$ cat src/dfr_pkg.sv
// shared types and constants of the delimited frame receiver
// used by dfr_cmp, dfr_linebuf and the top level; depends on nothing
package dfr_pkg;

  localparam int unsigned ByteW = 8;

  // frame checks
  localparam logic [ByteW-1:0] DelimReset  = 8'd126;
  localparam logic [ByteW-1:0] MinFrameLen = 8'd8;   // shortest frame that is not dropped as short
  localparam logic [ByteW-1:0] BcastMinLen = 8'd50;
  localparam logic [ByteW-1:0] BcastValA   = 8'hFF;
  localparam logic [ByteW-1:0] BcastValB   = 8'h02;

  // fixed buffer positions that the frame checks look at
  localparam int unsigned PosHead   = 0;
  localparam int unsigned PosBcastA = 31;
  localparam int unsigned PosBcastB = 32;
  localparam int unsigned PosGroupL = 45;
  localparam int unsigned PosGroupH = 46;

  localparam int unsigned LenW  = 7;
  localparam int unsigned GroupW = 16;

  typedef struct packed {
    logic [ByteW-1:0] head;
    logic [ByteW-1:0] bcast_a;
    logic [ByteW-1:0] bcast_b;
    logic [ByteW-1:0] group_l;
    logic [ByteW-1:0] group_h;
  } taps_t;

endpackage

$ cat src/delimited_frame_receiver.sv
// top level of the delimited frame receiver: check sequencer, output register
// depends on dfr_pkg, dfr_cmp and dfr_linebuf

// Each accepted byte within capacity is stored in the line buffer and then checked by one
// shared byte comparator stepping under a small sequencer. Every byte, also a delimiter that
// opens a frame, is compared with the delimiter before the next is taken. A closing delimiter
// runs the length, head and broadcast checks one per cycle, and a frame that passes is then
// read out of the single buffer read port a byte at a time, each read registered before it
// is loaded into the output register, which waits while the output is stalled; the input is
// not ready until the whole frame is out. The buffer needs no clearing: every position read
// out was written after the last reset or frame end.
module delimited_frame_receiver #(
  parameter int unsigned FRAME_CAPACITY = 64
) (
  input  logic        clk_i,
  input  logic        rst_ni,
  input  logic        cfg_we_i,
  input  logic [7:0]  cfg_wdata_i,       // delimiter_byte
  input  logic        s_axis_tvalid_i,
  output logic        s_axis_tready_o,
  input  logic [7:0]  s_axis_tdata_i,    // [7:0] rx_byte
  output logic        m_axis_tvalid_o,
  input  logic        m_axis_tready_i,
  output logic [31:0] m_axis_tdata_o,    // [7:0] frame_byte, [14:8] frame_length,
                                         // [30:15] group_address, [31] zero
  output logic        m_axis_tlast_o,    // last_byte
  output logic        m_axis_tuser_o     // is_broadcast
);

  localparam int unsigned AddrW = $clog2(FRAME_CAPACITY);
  localparam int unsigned PosW  = $clog2(FRAME_CAPACITY + 1);
  localparam int unsigned BW    = dfr_pkg::ByteW;

  localparam logic [3:0] S_IDLE   = 4'd0;
  localparam logic [3:0] S_DELIM  = 4'd1;
  localparam logic [3:0] S_LEN    = 4'd2;
  localparam logic [3:0] S_HEAD   = 4'd3;
  localparam logic [3:0] S_BLEN   = 4'd4;
  localparam logic [3:0] S_BA     = 4'd5;
  localparam logic [3:0] S_BB     = 4'd6;
  localparam logic [3:0] S_EMITRD = 4'd7;
  localparam logic [3:0] S_EMITLD = 4'd8;

  logic [3:0]              state_q, state_d;
  logic [PosW-1:0]         wp_q, wp_d;
  logic [1:0]              cnt_q, cnt_d;
  logic [BW-1:0]           byte_q, byte_d;
  logic [BW-1:0]           delim_q;
  logic                    flag_q, flag_d;
  logic [PosW-1:0]         len_q, len_d;
  logic                    bcast_q, bcast_d;
  logic [dfr_pkg::GroupW-1:0] group_q, group_d;
  logic [AddrW-1:0]        rd_ptr_q, rd_ptr_d;

  logic                    out_valid_q, out_valid_d;
  logic [BW-1:0]           out_byte_q, out_byte_d;
  logic                    out_last_q, out_last_d;
  logic [dfr_pkg::LenW-1:0]   out_len_q, out_len_d;
  logic                    out_bcast_q, out_bcast_d;
  logic [dfr_pkg::GroupW-1:0] out_group_q, out_group_d;

  logic                    in_acc;
  logic                    buf_we;
  logic [BW-1:0]           rd_data;
  dfr_pkg::taps_t          taps;
  logic [BW-1:0]           cmp_a, cmp_b;
  logic                    cmp_eq, cmp_ge;
  logic                    out_free;
  logic                    rd_last;
  logic [1:0]              cnt_inc;

  assign s_axis_tready_o = (state_q == S_IDLE);
  assign in_acc   = s_axis_tvalid_i && s_axis_tready_o;
  assign buf_we   = in_acc && (wp_q < PosW'(FRAME_CAPACITY));
  assign out_free = !out_valid_q || m_axis_tready_i;
  assign rd_last  = ((PosW'(rd_ptr_q) + PosW'(1)) == len_q);
  assign cnt_inc  = cnt_q + 2'd1;

  dfr_linebuf #(
    .Depth(FRAME_CAPACITY)
  ) u_linebuf (
    .clk_i  (clk_i),
    .we_i   (buf_we),
    .waddr_i(wp_q[AddrW-1:0]),
    .wdata_i(s_axis_tdata_i),
    .raddr_i(rd_ptr_q),
    .rdata_o(rd_data),
    .taps_o (taps)
  );

  // operand select for the shared comparator
  always_comb begin
    cmp_a = byte_q;
    cmp_b = delim_q;
    unique case (state_q)
      S_DELIM: begin
        cmp_a = byte_q;
        cmp_b = delim_q;
      end
      S_LEN: begin
        cmp_a = BW'(wp_q);
        cmp_b = dfr_pkg::MinFrameLen;
      end
      S_HEAD: begin
        cmp_a = taps.head;
        cmp_b = delim_q;
      end
      S_BLEN: begin
        cmp_a = BW'(len_q);
        cmp_b = dfr_pkg::BcastMinLen;
      end
      S_BA: begin
        cmp_a = taps.bcast_a;
        cmp_b = dfr_pkg::BcastValA;
      end
      S_BB: begin
        cmp_a = taps.bcast_b;
        cmp_b = dfr_pkg::BcastValB;
      end
      default: begin
        cmp_a = byte_q;
        cmp_b = delim_q;
      end
    endcase
  end

  dfr_cmp u_cmp (
    .a_i (cmp_a),
    .b_i (cmp_b),
    .eq_o(cmp_eq),
    .ge_o(cmp_ge)
  );

  always_comb begin
    state_d     = state_q;
    wp_d        = wp_q;
    cnt_d       = cnt_q;
    byte_d      = byte_q;
    flag_d      = flag_q;
    len_d       = len_q;
    bcast_d     = bcast_q;
    group_d     = group_q;
    rd_ptr_d    = rd_ptr_q;
    out_valid_d = out_valid_q && !m_axis_tready_i;
    out_byte_d  = out_byte_q;
    out_last_d  = out_last_q;
    out_len_d   = out_len_q;
    out_bcast_d = out_bcast_q;
    out_group_d = out_group_q;

    unique case (state_q)
      S_IDLE: begin
        if (in_acc) begin
          if (buf_we) begin
            wp_d    = wp_q + PosW'(1);
            byte_d  = s_axis_tdata_i;
            state_d = S_DELIM;
          end else begin
            // byte beyond capacity: drop the frame
            wp_d  = '0;
            cnt_d = '0;
          end
        end
      end
      S_DELIM: begin
        if (!cmp_eq) begin
          state_d = S_IDLE;
        end else if (cnt_inc < 2'd2) begin
          cnt_d   = cnt_inc;
          state_d = S_IDLE;
        end else begin
          len_d   = wp_q;
          state_d = S_LEN;
        end
      end
      S_LEN: begin
        if (!cmp_ge) begin
          // short frame: the closing delimiter opens the next one
          cnt_d   = 2'd1;
          wp_d    = PosW'(1);
          state_d = S_IDLE;
        end else begin
          state_d = S_HEAD;
        end
      end
      S_HEAD: begin
        wp_d  = '0;
        cnt_d = '0;
        if (cmp_eq) begin
          state_d = S_BLEN;
        end else begin
          state_d = S_IDLE;
        end
      end
      S_BLEN: begin
        flag_d  = cmp_ge;
        state_d = S_BA;
      end
      S_BA: begin
        flag_d  = flag_q && cmp_eq;
        state_d = S_BB;
      end
      S_BB: begin
        bcast_d  = flag_q && cmp_eq;
        group_d  = (flag_q && cmp_eq) ? {taps.group_h, taps.group_l} : '0;
        rd_ptr_d = '0;
        state_d  = S_EMITRD;
      end
      S_EMITRD: begin
        state_d = S_EMITLD;
      end
      S_EMITLD: begin
        if (out_free) begin
          out_valid_d = 1'b1;
          out_byte_d  = rd_data;
          out_last_d  = rd_last;
          out_len_d   = dfr_pkg::LenW'(len_q);
          out_bcast_d = bcast_q;
          out_group_d = group_q;
          rd_ptr_d    = rd_ptr_q + AddrW'(1);
          state_d     = rd_last ? S_IDLE : S_EMITRD;
        end
      end
      default: begin
        state_d = S_IDLE;
      end
    endcase
  end

  always_ff @(posedge clk_i or negedge rst_ni) begin
    if (!rst_ni) begin
      state_q     <= S_IDLE;
      wp_q        <= '0;
      cnt_q       <= '0;
      delim_q     <= dfr_pkg::DelimReset;
      out_valid_q <= 1'b0;
    end else begin
      state_q     <= state_d;
      wp_q        <= wp_d;
      cnt_q       <= cnt_d;
      out_valid_q <= out_valid_d;
      if (cfg_we_i) begin
        delim_q <= cfg_wdata_i;
      end
    end
  end

  always_ff @(posedge clk_i) begin
    byte_q      <= byte_d;
    flag_q      <= flag_d;
    len_q       <= len_d;
    bcast_q     <= bcast_d;
    group_q     <= group_d;
    rd_ptr_q    <= rd_ptr_d;
    out_byte_q  <= out_byte_d;
    out_last_q  <= out_last_d;
    out_len_q   <= out_len_d;
    out_bcast_q <= out_bcast_d;
    out_group_q <= out_group_d;
  end

  assign m_axis_tvalid_o = out_valid_q;
  assign m_axis_tdata_o  = {1'b0, out_group_q, out_len_q, out_byte_q};
  assign m_axis_tlast_o  = out_last_q;
  assign m_axis_tuser_o  = out_bcast_q;

  a_wp_bound: assert property (@(posedge clk_i) disable iff (!rst_ni)
    wp_q <= PosW'(FRAME_CAPACITY))
    else $error("write position beyond capacity");

  a_cnt_idle: assert property (@(posedge clk_i) disable iff (!rst_ni)
    (state_q == S_IDLE) |-> (cnt_q < 2'd2))
    else $error("delimiter count left at two");

  a_last_delim: assert property (@(posedge clk_i) disable iff (!rst_ni)
    (m_axis_tvalid_o && m_axis_tlast_o) |-> (m_axis_tdata_o[7:0] == delim_q))
    else $error("frame does not end in the delimiter");

  a_group_zero: assert property (@(posedge clk_i) disable iff (!rst_ni)
    (m_axis_tvalid_o && !m_axis_tuser_o) |-> (m_axis_tdata_o[30:15] == '0))
    else $error("group address set on a non-broadcast frame");

  a_emit_len: assert property (@(posedge clk_i) disable iff (!rst_ni)
    (state_q == S_EMITLD) |-> (len_q >= PosW'(dfr_pkg::MinFrameLen)))
    else $error("short frame being emitted");

endmodule

$ cat src/dfr_cmp.sv
// shared compare unit of the frame receiver: equality and unsigned greater-or-equal
// on two bytes; depends on dfr_pkg
module dfr_cmp (
  input  logic [dfr_pkg::ByteW-1:0] a_i,
  input  logic [dfr_pkg::ByteW-1:0] b_i,
  output logic                      eq_o,
  output logic                      ge_o
);

  assign eq_o = (a_i == b_i);
  assign ge_o = (a_i >= b_i);

endmodule

$ cat src/dfr_linebuf.sv
// line buffer of the frame receiver: one write port, one registered read port,
// plus copies of the few fixed positions the frame checks need; depends on dfr_pkg
module dfr_linebuf #(
  parameter int unsigned Depth = 64
) (
  input  logic                      clk_i,
  input  logic                      we_i,
  input  logic [$clog2(Depth)-1:0]  waddr_i,
  input  logic [dfr_pkg::ByteW-1:0] wdata_i,
  input  logic [$clog2(Depth)-1:0]  raddr_i,
  output logic [dfr_pkg::ByteW-1:0] rdata_o,
  output dfr_pkg::taps_t            taps_o
);

  localparam int unsigned AddrW = $clog2(Depth);

  logic [dfr_pkg::ByteW-1:0] mem [Depth];
  logic [dfr_pkg::ByteW-1:0] rdata_q;
  dfr_pkg::taps_t            taps_q;

  always_ff @(posedge clk_i) begin
    if (we_i) begin
      mem[waddr_i] <= wdata_i;
    end
    rdata_q <= mem[raddr_i];
  end

  // shadow the checked positions as they are written
  always_ff @(posedge clk_i) begin
    if (we_i) begin
      if (waddr_i == AddrW'(dfr_pkg::PosHead))   taps_q.head    <= wdata_i;
      if (waddr_i == AddrW'(dfr_pkg::PosBcastA)) taps_q.bcast_a <= wdata_i;
      if (waddr_i == AddrW'(dfr_pkg::PosBcastB)) taps_q.bcast_b <= wdata_i;
      if (waddr_i == AddrW'(dfr_pkg::PosGroupL)) taps_q.group_l <= wdata_i;
      if (waddr_i == AddrW'(dfr_pkg::PosGroupH)) taps_q.group_h <= wdata_i;
    end
  end

  assign rdata_o = rdata_q;
  assign taps_o  = taps_q;

endmodule
$ cat config.mk
export PLATFORM = sky130hd
export DESIGN_NAME = delimited_frame_receiver
export DESIGN_NICKNAME = d
export VERILOG_FILES = /design/src/dfr_pkg.sv /design/src/delimited_frame_receiver.sv /design/src/dfr_cmp.sv /design/src/dfr_linebuf.sv
export SDC_FILE = /design/constraint.sdc
export NUM_CORES = 1
export LEC_CHECK = 0
export ABC_AREA = 1
export BUFFER_PORTS_ARGS = -buffer_cell sky130_fd_sc_hd__buf_4
export CAP_MARGIN = 20
export CORE_MARGIN = 2
export CORE_UTILIZATION = 47
export DETAILED_ROUTE_END_ITERATION = 16
export PLACE_DENSITY_LB_ADDON = 0.05
export SYNTH_ARGS = -nofsm -noshare
export SYNTH_HDL_FRONTEND = slang
export SYNTH_SLANG_ARGS = --single-unit
$ cat constraint.sdc
create_clock -name clk_i -period 4.53 [get_ports clk_i]
set_input_delay 0.6795 -clock clk_i [delete_from_list [all_inputs] [get_ports clk_i]]
set_output_delay 0.6795 -clock clk_i [all_outputs]
set_load 0.02 [all_outputs]
==> Word level (Yosys, flattened, before mapping) <==
Memories as Yosys holds them, arrays and structs flattened. A register that Yosys moved wholly into a read port is not among the register bits.
Index checks and enable logic that the tools add are counted.
{ "op_classes": {"n_bitwise": 1, "n_eq_ne": 21, "addsub": 4, "n_mux": 28, "order_cmp": 3, "reduce_logical": 25} }
{ "ops": {"columns": ["cell", "count"], "rows": [
  ["8-bit case mux with 5 select lines", 1],
  ["4-bit case mux with 9 select lines", 1],
  ["8-bit case mux with 4 select lines", 1],
  ["7-bit 2-to-1 mux", 3],
  ["7-bit case mux with 3 select lines", 1],
  ["6-bit equality test, second input constant", 3],
  ["4-bit by 3-bit equality test with 1-bit output, second input constant", 4],
  ["2-bit 2-to-1 mux", 8],
  ["2-bit AND reduction", 7],
  ["4-bit 2-to-1 mux", 3],
  ["6-bit case mux with 2 select lines", 1],
  ["3-bit AND reduction", 4],
  ["2-bit != test, second input constant", 5],
  ["4-bit by 2-bit equality test with 1-bit output, second input constant", 2],
  ["8-bit equality test", 1],
  ["8-bit >= comparator", 1],
  ["2-bit case mux with 4 select lines", 1],
  ["6-bit by 1-bit adder with 7-bit output, second input constant", 1],
  ["7-bit by 1-bit adder with 7-bit output, second input constant", 1],
  ["7-bit equality test", 1],
  ["7-bit < comparator, second input constant", 1],
  ["6-bit by 1-bit adder with 6-bit output, second input constant", 1],
  ["6-bit by 5-bit equality test with 1-bit output, second input constant", 1],
  ["6-bit logical NOT", 1],
  ["other kinds (18)", 28]
]} }
{ "word_totals": {"ff_bits": 134, "in_bits": 21, "mem_bits_rw": 512, "n_memories": 1, "elab_cells": 104, "out_inout_bits": 36} }
{ "mem_list": {"columns": ["memory", "depth", "width", "read_ports", "rd_clocked_by_memory_dff", "write_ports", "line_no", "text"], "rows": [
  ["u_linebuf.mem", 64, 8, 1, 1, 1, "dfr_linebuf.sv:17", "logic [dfr_pkg::ByteW-1:0] mem [Depth];"]
]} }

==> Logic depth before layout (Yosys ltp) <==
Gate-level depths: netlist of run 1.
{ "depth": {"word_depth": 6, "mapped_depth": 20, "depth_no_buf": 20} }

==> By module <==
From an unflattened synthesis of run 1, not the netlist that was laid out.
{ "hier_totals": {"cells_unflattened": 2277, "hier_area_um2": 26819.5} }
{ "by_module_without_submodules": {"columns": ["mod", "seq_area_each_um2", "cells_per_inst", "instances", "area_per_inst_um2"], "rows": [
  ["dfr_linebuf", 16736.1, 1851, 1, 22494.1],
  ["delimited_frame_receiver", 2720.1, 387, 1, 4087.7],
  ["dfr_cmp", 0.0, 39, 1, 237.7]
]} }

==> Worst setup path before layout of run 1 <==
No wires, ideal clock.
{ "synth_timing": {"kind": "register to register", "startpoint": "reg state_q[1]", "endpoint": "reg len_q[0], enable pin", "arrival_ns": 2.700, "n_path_buf": 0, "period_less_slack_ns": 3.068, "setup_time_ns": 0.368, "path_stages_with_launch": 13, "setup_slack_ns": 1.462, "required_time_ns": 4.162, "cell_sequence": "dfrtp_1 > inv_1 > nor2_1 > nand2_1 > nor2_2 > a21oi_1 > o2111ai_1 > o21ai_0 > ha_1 > nand4_1 > nor2_1 > inv_1 > nor2_1"} }
{ "synth_between": {"elab_chain_cells": 4, "elab_cells_between_ends": 10, "classes_between": "eq/ne (7); mux (2); reduce/logical (1)"} }
{ "synth_rtl": {"columns": ["item", "line_no", "text"], "rows": [
  ["start, declared", "delimited_frame_receiver.sv:44", "logic [3:0] state_q, state_d;"],
  ["start signal, assigned", "delimited_frame_receiver.sv:238", "state_q <= state_d;"],
  ["4-bit by 3-bit equality test with 1-bit output / 4-bit by 2-bit equality test with 1-bit output (equally long branches)", "delimited_frame_receiver.sv:95", "unique case (state_q)"],
  ["8-bit case mux with 5 select lines / 8-bit case mux with 4 select lines (equally long branches)", "delimited_frame_receiver.sv:95", null],
  ["8-bit equality test", "dfr_cmp.sv:10", "assign eq_o = (a_i == b_i);"],
  ["3-bit AND reduction (no line) *", null, null],
  ["end signal, assigned", "delimited_frame_receiver.sv:251", "len_q <= len_d;"],
  ["end, declared", "delimited_frame_receiver.sv:50", "logic [PosW-1:0] len_q, len_d;"]
]} }
Every way passes the cells marked *; elsewhere a longest branch is shown, timed or not.
A chain may end at the register's enable or synchronous reset.

==> Worst setup path in the final report of run 1 <==
{ "layout_timing": {"startpoint": "reg state_q[1]", "endpoint": "reg len_q[6], enable pin"} }
Same word-level chain as after synthesis.

==> results of run 1 <==
## registers in the layout, indices dropped and copies added, names as in the netlist
name and flops:
cnt_q 2, m_axis_tvalid_o 1, rd_ptr_q 6, u_linebuf.taps_o 40, state_q 4, out_group_q 16, m_axis_tlast_o 1, wp_q 7
u_linebuf.rdata_o 8, out_len_q 7, out_byte_q 8, u_linebuf.mem 512, len_q 7, flag_q 1, group_q 16, m_axis_tuser_o 1
bcast_q 1, byte_q 8, delim_q 8
## final timing paths
kind                                 startpoint              end  slack (ns)
max reg2reg                          state_q[1]         len_q[6]        1.03
max                                  state_q[1]         len_q[6]        1.03
min reg2reg                u_linebuf.rdata_o[1]    out_byte_q[1]        0.41
min in group asynchronous                rst_ni          wp_q[4]        0.51
max in group asynchronous                rst_ni       delim_q[1]        3.73
min                             m_axis_tready_i  m_axis_tvalid_o        0.27
## cell usage after synthesis
cell,n
nor2_1,312
nor2_2,7
a21boi_0,40
o21bai_1,1
ha_1,13
nand3b_1,1
clkinv_1,5
conb_1,1
clkbuf_1,48
nand3_2,3
mux2_2,8
dfstp_2,6
nor3_4,1
a21oi_1,103
dfxtp_1,8
nand3_1,55
buf_6,5
buf_2,31
dfrtp_1,16
inv_4,1
xor2_1,2
inv_1,87
edfxtp_1,624
o21ai_1,16
nand2_2,2
a21oi_2,1
buf_1,6
nand4_1,4
a41oi_1,2
buf_4,20
o2111ai_1,2
nor2_4,1
o22ai_1,65
inv_2,4
a221oi_1,1
o21ai_0,209
nand2_1,449
nor3_1,8
o211ai_1,2
o31ai_1,2
## where the power goes
group / switching (mW) / internal (mW) / total, mW
Clock: 2.31 / 3.16 / 5.47
Combinational: 0.556 / 0.141 / 0.697
Sequential: 0.104 / 6.82 / 6.92
## worst register-to-register path: cells and delay by family, from the launching register on
| family | cells | cell delay [ns] |
|---|---|---|
| buffers and inverters | 4 | 0.40 |
| adder cells (fa/ha/maj) | 1 | 0.32 |
| flip-flops | 1 | 0.45 |
| AO/OA/AOI/OAI | 1 | 0.11 |
| AND/OR/NAND/NOR | 7 | 1.85 |
## metal layers
metal / track usage / vias to the layer above / routed length [µm]
met5: 0.00673 / - / 29
met1: 0.337 / 8104 / 30100
met4: 0.0731 / 2 / 1430
met3: 0.0355 / 89 / 3960
li1: - / 7740 / -
met2: 0.365 / 477 / 30900
## placed cells by master, fill, tap and decap left out, drive strengths merged, types with 33 or more instances in the layout
master / synthesis / final
edfxtp: 624 / 624
nand3: 58 / 58
inv: 92 / 92
o22ai: 65 / 65
o21ai: 225 / 225
nand2: 451 / 451
clkinv: 5 / 33
buf: 62 / 80
a21boi: 40 / 40
a21oi: 104 / 104
clkbuf: 48 / 89
nor2: 320 / 320
## stage by stage
| step | setup WS (ns) | cells | hold WS, ns | area, µm² |
|---|---|---|---|---|
| after global placement | 1.13 | 2886 | 0.393 | 27400 |
| after CTS | 1.04 | 3012 | 0.240 | 29600 |
| after detailed placement | 1.06 | 2889 | 0.400 | 27500 |
| after floorplan | 1.46 | 2172 | 0.384 | 26400 |
| final | 1.03 | 3014 | 0.273 | 29600 |
| after global routing | 0.705 | 3014 | 0.260 | 29600 |
## what timing repair did
action / in CTS / in global routing
hold buffers: 1 / 0
resized for setup: 0 / 0
setup buffers: 0 / 0
endpoints found under the hold margin: 16 / 0
## cell type report
type / count / area share
Sequential cell: 654 / 0.656
Multi-Input combinational cell: 1311 / 0.204
Clock buffer: 88 / 0.0645
Tap cell: 748 / 0.0316
Timing Repair Buffer: 82 / 0.0226
Inverter: 97 / 0.0124
Clock inverter: 34 / 0.00874
## cells by family (layout without fill, tap and decap cells)
family / count (synthesis) / in the layout / synth area share
compound gates: 444 / 444 / 0.0923
xor+xnor: 2 / 2 / 0.000663
fa+ha+maj: 13 / 13 / 0.00616
buf+inv: 207 / 301 / 0.0352
flops: 654 / 654 / 0.736
mux: 8 / 8 / 0.00341
other cells: 1 / 1 / 0.000142
simple gates: 843 / 843 / 0.126
==> results.sh, run 1 <==
export IMPL_synth_distinct_cells=40
export IMPL_antenna_left=0
export IMPL_synth_seq_cells=654
export IMPL_fmax_mhz=285
export IMPL_synthCells=2172
export IMPL_antenna_found_initial=0
export IMPL_vias=16400
export IMPL_critical_path_required_ns=4.77
export IMPL_final_max_slew_viol_count=0
export IMPL_synth_cell_area_um2=26400
export IMPL_cp_depth=13
export IMPL_worst_pin_slew_ns=1.08
export IMPL_synth_top_area_frac=0.709
export IMPL_status="complete, no violations"
export IMPL_post_route_util=0.536
export IMPL_grt_max_degree=141
export IMPL_setup_viol=0
export IMPL_avgSynthCellArea_um2=12.2
export IMPL_synth_top_cells_by_area="edfxtp_1 (71%), nand2_1 (6.4%), nor2_1 (4.4%)"
export IMPL_arrival_ns=3.74
export IMPL_yosys_warnings=0
export IMPL_overflow=0
export IMPL_start_kind="flip-flop"
export IMPL_portBuffers=55
export IMPL_cts_path_max_buffers=3
export IMPL_die_h_um=241
export IMPL_hold_path_cell_count=2
export IMPL_nets=2250
export IMPL_dieWidth_um=241
export IMPL_worstSkewPairLatency_ns=0.61
export IMPL_antenna_cells=0
export IMPL_max_stage_delay_ns=0.61
export IMPL_path_cells="nor2_1 > inv_1 > nor2_1 > inv_1 > nand2_1 > o21ai_0 > ha_1 > nand2_1 > inv_1 > nand3_1 > nor2_1 > inv_1 > nor2_1"
export IMPL_core_area_um2=55300
export IMPL_post_drt_wl_per_cell_um=22.0
export IMPL_cp_slowest_cell="nor2_1"
export IMPL_slew_limit_headroom=0.281
export IMPL_hold_violations=0
export IMPL_path_delay_family="simple AND/OR/NAND/NOR gates"
export IMPL_rsz0062_at_grt="false"
export IMPL_ys_seq_area_frac=0.736
export IMPL_syn2layout_area_growth_pct=12.2
export IMPL_fin_skew_ns=0.0326
export IMPL_wl_mm=66.4
export IMPL_grt_pass1_wl_mm=99.5
export IMPL_cp_max_fo=12
export IMPL_total_power_mw=13.1
export IMPL_hold_class="in2reg"
export IMPL_leakagePower_nw=10.5
export IMPL_fin_tns_setup_ns=0
export IMPL_period_share=0.773
export IMPL_rows=86
export IMPL_start_util=0.478
export IMPL_r2r_cells=13
export IMPL_drt_vias_per_instance=5.45
export IMPL_io_pins=57
export IMPL_worst_path_buf_inv=4
export IMPL_dp_hpwl_mm=37.3
export IMPL_globalplace_congestion=0.851
export IMPL_cts_sinks=654
export IMPL_crit_path_end_kind="flip-flop"
export IMPL_dieArea_um2=58100
export IMPL_syn_num_nets=2206
export IMPL_drt_initial_drc_count=1535
export IMPL_irDropWorstVdd_v=0.000370
export IMPL_power_density_nw_per_um2=441
export IMPL_cts_tree="built"
export IMPL_multiInputGateArea_um2=6040
export IMPL_fin_crit_ns=3.50
export IMPL_grt_pass1_vias=16100
export IMPL_cts_root_buf="clkbuf_16"
export IMPL_cts_max_level=3
export IMPL_regArea_um2=19500
export IMPL_cts_clk_slew_worst_paths_ns=0.06
export IMPL_cts_buffers=70
export IMPL_drc=0
export IMPL_dr_pass1_iters=5
export IMPL_n_fill_cell=4833
export IMPL_grt_total_usage=0.233
export IMPL_cap_violations=0
export IMPL_synth_largest_area_cell="edfxtp_1"
export IMPL_crit_type="reg2reg"
export IMPL_drive_gt1_frac=0.0940
Note: power is estimated with default switching activity, not from simulation.
==> run 2, diff against run 1 <==
==> constraint.sdc (replaced) <==
create_clock -name clk_i -period 3.4 [get_ports clk_i]
set_input_delay 0.51 -clock clk_i [delete_from_list [all_inputs] [get_ports clk_i]]
set_output_delay 0.51 -clock clk_i [all_outputs]
set_load 0.02 [all_outputs]
==> run 2 against run 1 <==
  * Combinational power is 51% higher
  * Hold slack worse by 0.15 ns
  * Power increased by 33%
  * Die area stayed put
  * Setup slack got worse by 0.70 ns
  * Wire length rose by 1.7%
  * Utilization increased by 1.1 points
  * Largest cell class unchanged
==> results.sh, run 2 (synthesis results as in run 1) <==
export IMPL_endpoint="wp_q[1]"
export IMPL_crit_type="reg2reg"
export IMPL_arrival_ns=3.59
export IMPL_worstSkewPairLatency_ns=0.60
export IMPL_overflow=0
export IMPL_syn2layout_area_growth_pct=14.4
export IMPL_core_area_um2=55300
export IMPL_r2r_cells=16
export IMPL_slew_limit_headroom=0.306
export IMPL_period_share=0.903
export IMPL_vias=16800
export IMPL_fin_tns_setup_ns=0
export IMPL_antenna_found_initial=0
export IMPL_die_h_um=241
export IMPL_wl_mm=67.5
export IMPL_final_cell_mix="edfxtp_1 (624), nand2_1 (447), nor2_1 (310)"
export IMPL_dieWidth_um=241
export IMPL_cts_path_max_buffers=3
export IMPL_antenna_left=0
export IMPL_crit_path_start="state_q[1]"
export IMPL_setup_viol=0
export IMPL_cts_sinks=654
export IMPL_drc=0
export IMPL_antenna_cells=0
export IMPL_dieArea_um2=58100
export IMPL_fmax_mhz=326
export IMPL_hold_ws_ns=0.127
export IMPL_internal_power_mw=13.4
export IMPL_irDropWorstVdd_v=0.000379
export IMPL_p_comb_frac=0.061
export IMPL_regMostFlops="u_linebuf.mem"
export IMPL_dr_pass1_iters=5
export IMPL_drt_vias_per_instance=5.44
export IMPL_worstReg2RegStart="state_q[1]"
export IMPL_worstReg2RegEnd="wp_q[1]"
export IMPL_post_drt_wl_per_cell_um=21.8
export IMPL_cts_buffers=69
export IMPL_swShare=0.228
export IMPL_rsz0062_at_grt="false"
export IMPL_drive_gt1_frac=0.125
export IMPL_critical_path_required_ns=3.91
export IMPL_fin_crit_ns=3.07
export IMPL_grt_total_usage=0.239
export IMPL_start_util=0.478
export IMPL_seqPwrFrac=0.530
export IMPL_cts_root_buf="clkbuf_16"
export IMPL_worst_pin_slew_ns=1.04
export IMPL_power_switching_mw=3.95
export IMPL_io_pins=57
export IMPL_globalplace_congestion=0.870
export IMPL_grt_max_degree=104
export IMPL_power_density_nw_per_um2=575
export IMPL_power_frac_clock=0.409
export IMPL_cts_tree="built"
export IMPL_leakagePower_nw=10.9
export IMPL_hold_violations=0
export IMPL_grt_pass1_vias=16300
export IMPL_portBuffers=55
export IMPL_rows=86
export IMPL_final_max_slew_viol_count=0
export IMPL_final_common_cell="edfxtp_1"
export IMPL_cp_max_fo=10
export IMPL_crit_path_end_kind="flip-flop"
export IMPL_cts_max_level=3
export IMPL_hold_class="in2reg"
export IMPL_grt_pass1_wl_mm=101
export IMPL_r2r_slack_ns=0.33
export IMPL_largest_reg_flops=512
export IMPL_drt_initial_drc_count=1452
export IMPL_fin_skew_ns=0.0190
export IMPL_worstHoldStart="m_axis_tready_i"
export IMPL_status="complete, no violations"
export IMPL_nets=2325
export IMPL_dp_hpwl_mm=38.9
export IMPL_cap_violations=0
export IMPL_cts_clk_slew_worst_paths_ns=0.06
export IMPL_start_kind="flip-flop"
## run 2: power groups by stage
stage	clock, mW	combinational (mW)	sequential [mW]
after floorplan	0	0.526	9.31
after global placement	0	1.05	9.38
after detailed placement	0	1.05	9.38
after CTS	7.27	1.06	9.21
after global routing	7.60	1.16	9.23
final	7.11	1.05	9.21
## run 2: worst min-delay path by stage
stage	slack [ns]	cells past startpoint	endpoint
after floorplan	0.21	0	cnt_q[0]
after global placement	0.39	0	out_byte_q[6]
after detailed placement	0.39	0	out_byte_q[7]
after CTS	0.09	2	m_axis_tvalid_o
final	0.13	2	m_axis_tvalid_o
after global routing	0.12	2	m_axis_tvalid_o
## run 2: worst max-delay path: stages, from the launching register on
cell	delay, ns
dfrtp_1	0.48
inv_1	0.10
nor2_1	0.17
nand2_2	0.18
o21ai_1	0.29
nand2_1	0.19
o21ai_0	0.12
inv_1	0.06
ha_1	0.27
nand4_1	0.14
nor2_2	0.24
nor2_1	0.07
nand2_1	0.14
nand2_1	0.11
nand3_1	0.16
inv_1	0.11
o21ai_0	0.15
## run 2: cell type report
cell class	count	area, µm²
tap	748	936
clock buffer	93	1890
fill	4801	25100
sequential	654	19500
timing repair buffer	158	1300
multi-input combinational	1311	6050
inverter	97	369
clock inverter	31	230
## run 2: what timing repair did
| action | CTS | global route |
|---|---|---|
| setup endpoints to repair | 0 | 5 |
| hold endpoints to repair | 16 | 0 |
| hold buffers | 1 | 0 |
| resized for setup | 0 | 3 |
| setup buffers | 0 | 0 |
## run 2: per-layer routing
layer / global-route usage / part of all wire / vias up
li1: - / - / 7906
met1: 0.348 / 0.45 / 8301
met2: 0.366 / 0.46 / 515
met3: 0.0414 / 0.066 / 94
met4: 0.0782 / 0.023 / 0
met5: 0 / 0 / -
## run 2: through the flow
| step | power [mW] | worst slack (ns) | cells | utilization | area [µm²] |
|---|---|---|---|---|---|
| 6_report | 17.4 | 0.329 | 3092 | 0.547 | 30200 |
| 5_1_grt | 18.0 | 0.00430 | 3092 | 0.547 | 30200 |
| 4_1_cts | 17.5 | 0.282 | 3092 | 0.547 | 30200 |
| 3_5_place_dp | 10.4 | 0.306 | 2967 | 0.508 | 28100 |
| 3_3_place_gp | 10.4 | 0.375 | 2967 | 0.508 | 28100 |
| 2_1_floorplan | 9.84 | 0.332 | 2172 | - | 26400 |
==> run 3, diff against run 2 <==
--- a/config.mk
+++ b/config.mk
@@ -9,9 +9,10 @@
 export BUFFER_PORTS_ARGS = -buffer_cell sky130_fd_sc_hd__buf_4
 export CAP_MARGIN = 20
 export CORE_MARGIN = 2
-export CORE_UTILIZATION = 47
+export CORE_UTILIZATION = 60
 export DETAILED_ROUTE_END_ITERATION = 16
 export PLACE_DENSITY_LB_ADDON = 0.05
+export SLEW_MARGIN = 30
 export SYNTH_ARGS = -nofsm -noshare
 export SYNTH_HDL_FRONTEND = slang
 export SYNTH_SLANG_ARGS = --single-unit
==> run 3 against run 2 <==
  * Setup slack better by 0.042 ns
  * Sequential power is essentially flat
  * Clock power increased by 1%
  * Via count is 1.2% higher
  * Critical path type unchanged
==> results.sh, run 3 (synthesis results as in run 1) <==
export IMPL_status="complete, no violations"
export IMPL_cts_tree="built"
export IMPL_rows=76
export IMPL_wl_mm=64.2
export IMPL_power_density_nw_per_um2=581
export IMPL_crit_path_end_kind="flip-flop"
export IMPL_n_fill_cell=3107
export IMPL_cp_slowest_cell="dfrtp_1"
export IMPL_cts_clk_slew_worst_paths_ns=0.07
export IMPL_hold_violations=0
export IMPL_fmax_mhz=330
export IMPL_start_kind="flip-flop"
export IMPL_fin_tns_setup_ns=0
export IMPL_drive_gt1_frac=0.122
export IMPL_crit_type="reg2reg"
export IMPL_cp_max_fo=6
export IMPL_portBuffers=55
export IMPL_globalplace_congestion=0.853
export IMPL_post_drt_wl_per_cell_um=22.1
export IMPL_dieWidth_um=214
export IMPL_dp_hpwl_mm=36.4
export IMPL_worst_path_buf_inv=2
export IMPL_worstHoldStart="m_axis_tready_i"
export IMPL_cts_path_max_buffers=3
export IMPL_hold_ws_ns=0.0758
export IMPL_leakagePower_nw=10.8
export IMPL_seqPwrFrac=0.530
export IMPL_path_cells="nor2_2 > inv_1 > nor2_4 > nand2_1 > o21ai_0 > a21oi_1 > o2111ai_1 > o21ai_0 > ha_1 > nand4_1 > nor2_2 > nor2_1 > nand2_1 > nand2_1 > nand3_1 > inv_1 > o21ai_0"
export IMPL_vias=17000
export IMPL_irDropWorstVdd_v=0.000494
export IMPL_antenna_found_initial=0
export IMPL_largest_reg_flops=512
export IMPL_arrival_ns=3.57
export IMPL_worst_pin_slew_ns=0.950
export IMPL_regMostFlops="u_linebuf.mem"
export IMPL_die_h_um=214
export IMPL_fin_crit_ns=3.03
export IMPL_path_delay_family="simple AND/OR/NAND/NOR gates"
export IMPL_fin_skew_ns=0.0188
export IMPL_setup_viol=0
export IMPL_fin_ws_ns=0.371
export IMPL_slew_limit_headroom=0.367
export IMPL_io_pins=57
export IMPL_period_share=0.891
export IMPL_core_area_um2=43300
export IMPL_drt_initial_drc_count=1931
export IMPL_grt_pass1_vias=16300
export IMPL_critical_path_required_ns=3.94
export IMPL_start_util=0.611
export IMPL_overflow=0
export IMPL_grt_max_degree=167
export IMPL_grt_pass1_wl_mm=96.1
export IMPL_syn2layout_area_growth_pct=13.3
export IMPL_swShare=0.222
export IMPL_post_route_util=0.692
export IMPL_drt_vias_per_instance=5.85
export IMPL_cap_violations=0
export IMPL_cts_buffers=61
export IMPL_place_ws_ns=0.295
export IMPL_dieArea_um2=45700
export IMPL_cts_setup_buffers=0
export IMPL_worstSkewPairLatency_ns=0.63
export IMPL_antenna_cells=0
export IMPL_power_switching_mw=3.86
export IMPL_final_common_cell="edfxtp_1"
export IMPL_hold_class="in2reg"
export IMPL_cts_max_level=2
export IMPL_grt_total_usage=0.287
export IMPL_antenna_left=0
export IMPL_internal_power_mw=13.5
export IMPL_cts_root_buf="clkbuf_16"
export IMPL_worstReg2RegStart="state_q[2]"
export IMPL_power_frac_clock=0.413
export IMPL_nets=2307
export IMPL_dr_pass1_iters=5
export IMPL_cts_sinks=654
export IMPL_max_stage_delay_ns=0.41
export IMPL_p_comb_frac=0.057
export IMPL_final_max_slew_viol_count=0
export IMPL_drc=0
export IMPL_final_cell_mix="edfxtp_1 (624), nand2_1 (447), nor2_1 (309)"
export IMPL_crit_path_start="state_q[2]"
==> run 3: changes by cell type in the layout (fill, tap and decap cells not counted), sizes merged <==
cell and change:
buf -10, bufinv +9, clkbuf -19, clkinv -3, clkinvlp +5, inv -1
==> run 3: final timing paths <==
check                             endpoint  slack (ns)  depth (start not counted)
min in group asynchronous       state_q[2]        0.31                          2
max in group asynchronous       delim_q[4]        2.81                          2
hold / removal             m_axis_tvalid_o        0.08                          2
setup reg to reg                   wp_q[1]        0.37                         17
setup / recovery                   wp_q[1]        0.37                         17
hold reg to reg              out_byte_q[4]        0.40                          0
==> run 3: metrics by stage <==
step	cells	total power, mW	instance area (µm²)
3_5_place_dp	2794	10.4	27800
4_1_cts	2910	17.5	29900
6_report	2910	17.4	29900
3_3_place_gp	2794	10.4	27800
5_1_grt	2910	17.9	29900
2_1_floorplan	2172	9.84	26400
==> run 3: power groups by stage <==
stage / registers [mW] / logic [mW] / clock network (mW)
after global placement: 9.39 / 0.969 / 0
after detailed placement: 9.39 / 0.986 / 0
final: 9.22 / 0.999 / 7.18
after floorplan: 9.31 / 0.526 / 0
after global routing: 9.24 / 1.09 / 7.56
after CTS: 9.22 / 0.992 / 7.26
==> run 3: area by class of cell <==
type / instances / area [µm²] / area share
repair buffers: 148 / 1180 / 0.0393
well taps: 585 / 732 / 0.0245
flip-flops and latches: 654 / 19500 / 0.650
clock buffers: 74 / 1620 / 0.0540
inverters: 97 / 369 / 0.0123
clock inverters: 41 / 505 / 0.0169
multi-input cells: 1311 / 6070 / 0.203
==> run 3: metal layers <==
layer / part of all wire / track usage
met3: 0.076 / 0.0495
met1: 0.43 / 0.420
met2: 0.46 / 0.448
met5: 0 / 0
met4: 0.029 / 0.0862
==> run 3: repair_timing <==
item	4_1_cts	5_1_grt
endpoints found under the setup margin	0	7
resized for setup	0	7
endpoints found under the hold margin	16	0
hold buffers	1	0
